## config.mk

```make
export PLATFORM = sky130hd
export DESIGN_NAME = vrplt_ram
export DESIGN_NICKNAME = d
export VERILOG_FILES = /design/src/hw/rtl/vrplt_ram.sv
export SDC_FILE = /design/constraint.sdc
export NUM_CORES = 2
export LEC_CHECK = 0
export BUFFER_PORTS_ARGS = -buffer_cell sky130_fd_sc_hd__clkbuf_2
export CORE_MARGIN = 2
export CORE_UTILIZATION = 40
export CTS_BUF_LIST = sky130_fd_sc_hd__clkbuf_4 sky130_fd_sc_hd__clkbuf_8 sky130_fd_sc_hd__clkbuf_16
export CTS_CLUSTER_SIZE = 8
export DETAILED_ROUTE_END_ITERATION = 10
export MAX_ROUTING_LAYER = met4
export PLACE_DENSITY = 0.56
export SLEW_MARGIN = 5
export SYNTH_ARGS = -nofsm -noshare
export SYNTH_HDL_FRONTEND = slang
export SYNTH_SLANG_ARGS = --single-unit
export TNS_END_PERCENT = 1
```

## constraint.sdc

```tcl
create_clock -name clk -period 3.1 [get_ports clk]
set_clock_uncertainty 0.1 [all_clocks]
set_input_delay 0 -clock clk [delete_from_list [all_inputs] [get_ports clk]]
set_output_delay 0 -clock clk [all_outputs]
set_load 0.01 [all_outputs]
```

## src/hw/rtl/vrplt_ram.sv

```systemverilog
`default_nettype none
module vrplt_ram #(
    parameter int WIDTH = 8,
    parameter int DEPTH = 256
) (
    input  wire logic                     clk,
    input  wire logic                     we,
    input  wire logic [$clog2(DEPTH)-1:0] waddr,
    input  wire logic [WIDTH-1:0]         wdata,
    input  wire logic [$clog2(DEPTH)-1:0] raddr,
    output logic      [WIDTH-1:0]         rdata
);
    logic [WIDTH-1:0] mem [DEPTH];

    always_ff @(posedge clk)
    begin
        if (we)
        begin
            mem[waddr] <= wdata;
        end
        rdata <= mem[raddr];
    end
endmodule
`default_nettype wire
```

Yosys cells after proc, flatten, opt, wreduce, memory -nomap -nowiden
Memory sizes are Yosys's and may differ from the RTL's. A register that Yosys moved wholly into a read port is not among the register bits. Index checks and enable logic that the tools add are counted.

Flip-flop bits (word level): 0. Latch bits: 0. Memory bits (writable): 2048. Bits in read-only memories: 0. Logic and storage cells: 3. Memories kept: 1.

$add $sub $neg: 0. Multipliers: 0. Div/mod/pow operators: 0. Order comparisons: 0. Equal/unequal tests: 0. Shift operators: 0. Multiplexer cells: 2. Bitwise logic cells: 0. Reduce and logical (&&, ||, !) cells: 0.

Memory list: mem (words 256, width 8, read ports 1, clocked after Yosys merged registers in 1, wr ports 1, RTL line 13) `logic [WIDTH-1:0] mem [DEPTH];`.

Operator list (count): $mux 1 (2).

Logic depth before layout (Yosys ltp)
Depth after elaboration: 2. Depth in mapped cells: 11.

Worst setup path after synthesis
No wires, ideal clock.

Path kind: input to register. From: input raddr[0]. To: register rdata[2] (read register of mem). Library setup time: 0.131 ns. Arrival time: 1.807 ns. Required time: 2.869 ns. Slack: 1.062 ns. Stages on the path: 9. Buffers on the path: 4. Cells stage by stage: buf_6 > buf_12 > buf_8 > buf_2 > mux4_2 > a22oi_1 > a21oi_1 > nor4_1 > nor4_2.

RTL lines: start, declared (RTL line 10) `input wire logic [$clog2(DEPTH)-1:0] raddr,`; end, declared (RTL line 11) `output logic [WIDTH-1:0] rdata`.

==> run_results.csv <==
group,metric,value,unit
final_layout,n_fill_cell,16339,
cts,clk_latency,910,ps
synth,yosys.cell_types.count,55,
route,wirelength,211000,um
synth,ys_seq_area_share,77.5,%
final_layout,synthToLayoutAreaGrowth,18.3,%
die,start_util,40.3,%
synth,synth-async-reset-ratio,0,%
die,die_w,450,um
global_routing,grt_pass1_wl,303000,um
global_routing,grt_pass1_vias,41008,
global_routing,gr-usage-all-layers,21.4,%
pwr,peakVddDrop,0.593,mV
critical_path,crit_type,"register to register",
cts,post_cts_buffers,0,
final_layout,finalNonFillerCells,6999,
global_routing,grt_overflow,0,
synth,ys_ff_latch,2056,
route,vias_per_cell,5.77,
cts,cts_made_buffers,308,
cts,cts_tree,"built",
placement,pre_cts_slack,-598,ps
placement,dpl-instance-area,85600,um^2
timing,hold_viol,0,
die,rows,163,
timing,rsz0062_at_grt,"false",
outcome,status,"completed",
timing,hold_ws,39.3,ps
synth,synth-main-ff-cell,"edfxtp_1",
cts,cts_buffer_depth,4,
route,topRoutingLayerUsed,"met4",
cts,cts_sinks,2056,
critical_path,path_max_fanout,1,
route,firstDrtPassIters,5,
die,ios,34,
timing,maxSlewViolCount,0,
route,num_vias,40391,
final_layout,nets,4330,
die,die-area,202000,um^2
hold_path,min_path_type,"input pin to register",
placement,io_buffers,33,
route,wl_met1,89300,um
route,antenna_left,0,
final_layout,drive_gt1_share,30.1,%
route,drcViolationCount,0,
timing,finalSetupViolCount,0,
critical_path,critPathLaunchType,"register",
synth,yosys_warnings,0,
synth,synth_area,79600,um^2
route,first_iter_violations,4868,
timing,tns,0,ps
critical_path,end_kind,"register",
synth,syn-num-nets,3759,
pwr,p_per_area,670,nW/um^2
job,max-cap-violations,0,
cts,h-tree-depth,5,
synth,syn_inst,3733,
global_routing,antenna_found_initial,8,
synth,synth_top_area_share,77.3,%
route,routedWlPerCell,30.1,um
timing,period_minus_slack,2960,ps
critical_path,cp.arrival,3560,ps
critical_path,worstPathRequired,3700,ps
pwr,p_leak,0.0301,uW
cts,clockRootBuffer,"clkbuf_16",
placement,gp_congestion,0.840,
route,wl_met3,15300,um
placement,place_hpwl,133000,um
timing,worst_slew_pin_slew,1200,ps
die,die_h,450,um
route,route.met2.wl,101000,um
synth,synth_area_leaders,"edfxtp_1, mux4_2, mux2i_1",
timing,worst_slack,138,ps
synth,syn_avg_cell_area,21.3,um^2
final_layout,layout.cell_area.non_filler,94100,um^2
global_routing,grt_max_degree,132,
die,core_area,197000,um^2
cts,clkTransAtPathRegs,50,ps
timing,slew_headroom,19.4,%
placement,placed_cells,6610,
timing,max_freq,0.338,GHz
synth,synth_edf_count,2048,
synth,synth_top_area_cell,"edfxtp_1",
timing,min_period_over_period,95.5,%
## cell usage after synthesis, drive strengths merged, types with 6 or more instances
| master | number |
|---|---|
| mux4 | 456 |
| nor3 | 22 |
| nand3 | 34 |
| clkbuf | 111 |
| a21oi | 96 |
| dfxtp | 8 |
| a22o | 8 |
| a22oi | 133 |
| o221ai | 47 |
| o21ai | 12 |
| edfxtp | 2048 |
| buf | 122 |
| nor4 | 27 |
| a221oi | 14 |
| o22ai | 28 |
| nand2 | 33 |
| o211ai | 10 |
| mux2i | 134 |
| nor2 | 282 |
| nand2b | 8 |
| nor2b | 31 |
| a211oi | 16 |
| and2 | 6 |
| nand4 | 10 |
## what timing repair did
action | 4_1_cts | 5_1_grt
resized for setup | 1 | 0
hold endpoints to repair | 2744 | 0
hold buffers | 24 | 0
endpoints found under the setup margin | 1 | 0
## registers in the layout, summed over array words and instances (netlist names)
name / cells
rdata: 8
mem: 2048
## cell usage in the layout, fill, tap and decap left out, types with 5 or more instances in the layout
cell           synthesis  routed
a22o_1                 8       8
o22ai_1               28      28
clkbuf_4               0      36
inv_6                  0       8
clkbuf_2               0      21
o211ai_1              10      10
mux4_2               454     454
nand4_1               10      10
clkbuf_16              0     314
nand2b_1               8       8
buf_12                 8      44
nand2_1               33      33
a211oi_1              16      16
a221oi_1              13      13
o221ai_1              46      46
o21ai_0               10      10
nand3_2                0       6
nor3_1                22      21
o22a_1                 5       5
nand3_1               34      28
buf_4                 27     395
nor2b_1               31      28
buf_8                 13      10
dlygate4sd3_1          0      24
dfxtp_1                8       8
a22oi_1              133     133
nor2_1               282     279
and2_1                 6       5
nor4_1                24      23
edfxtp_1            2048    2048
a21oi_1               96      96
mux2i_1              134     134
## worst max-delay path, cell delays in order, from the launching register on
cell,delay [ps]
edfxtp_1,350
mux4_2,520
o211ai_1,310
nand3_1,240
nor4_1,1050
nor4_1,200
## per-stage QoR
| step | utilization (%) | total power [uW] |
|---|---|---|
| 2_1_floorplan | - | 32800 |
| 4_1_cts | 47.7 | 63500 |
| 6_report | 47.7 | 63000 |
| 5_1_grt | 47.7 | 64800 |
| 3_5_place_dp | 43.4 | 34300 |
| 3_3_place_gp | 43.4 | 34300 |
## cell type report
type / instances / area [um^2] / area share, %
clock buffers: 350 / 8130 / 8.64
flip-flops and latches: 2056 / 61700 / 65.5
clock inverters: 12 / 106 / 0.113
diodes: 3 / 7.51 / 0.00798
inverters: 2 / 7.51 / 0.00798
well taps: 2640 / 3300 / 3.51
multi-input cells: 1442 / 16500 / 17.6
repair buffers: 494 / 4340 / 4.61
## kinds of logic (layout without fill, tap and decap cells)
group / Yosys count / count (layout) / share of synthesized area, %
flip-flops: 2056 / 2056 / 77.5
AO/OA/AOI/OAI: 385 / 385 / 3.42
AND/OR/NAND/NOR: 466 / 466 / 2.63
multiplexers: 591 / 591 / 14.6
buffers and inverters: 235 / 858 / 1.83
other: 0 / 3 / 0
## worst paths after layout
kind / from / end / slack (ps) / cells past startpoint
worst max register to register: mem[51][7] / rdata[7] / 140 / 5
worst min register to register: mem[32][5] / rdata[5] / 1030 / 7
worst min-delay path: wdata[6] / mem[143][6] / 40 / 2
worst max-delay path: mem[51][7] / rdata[7] / 140 / 5
## report_power, final
part | leakage [uW] | switching [uW] | internal [uW]
registers | 0.0185 | 62.6 | 30700
logic | 0.00751 | 1910 | 1090
clock network | 0.00408 | 11100 | 18200
## routing by layer
| layer | up-vias | track usage [%] |
|---|---|---|
| met3 | 356 | 4.02 |
| met1 | 21649 | 29.6 |
| met4 | 0 | 5.57 |
| li1 | 16738 | - |
| met5 | - | - |
| met2 | 1648 | 32.7 |
No activity file was read; power rests on OpenSTA's default activity.
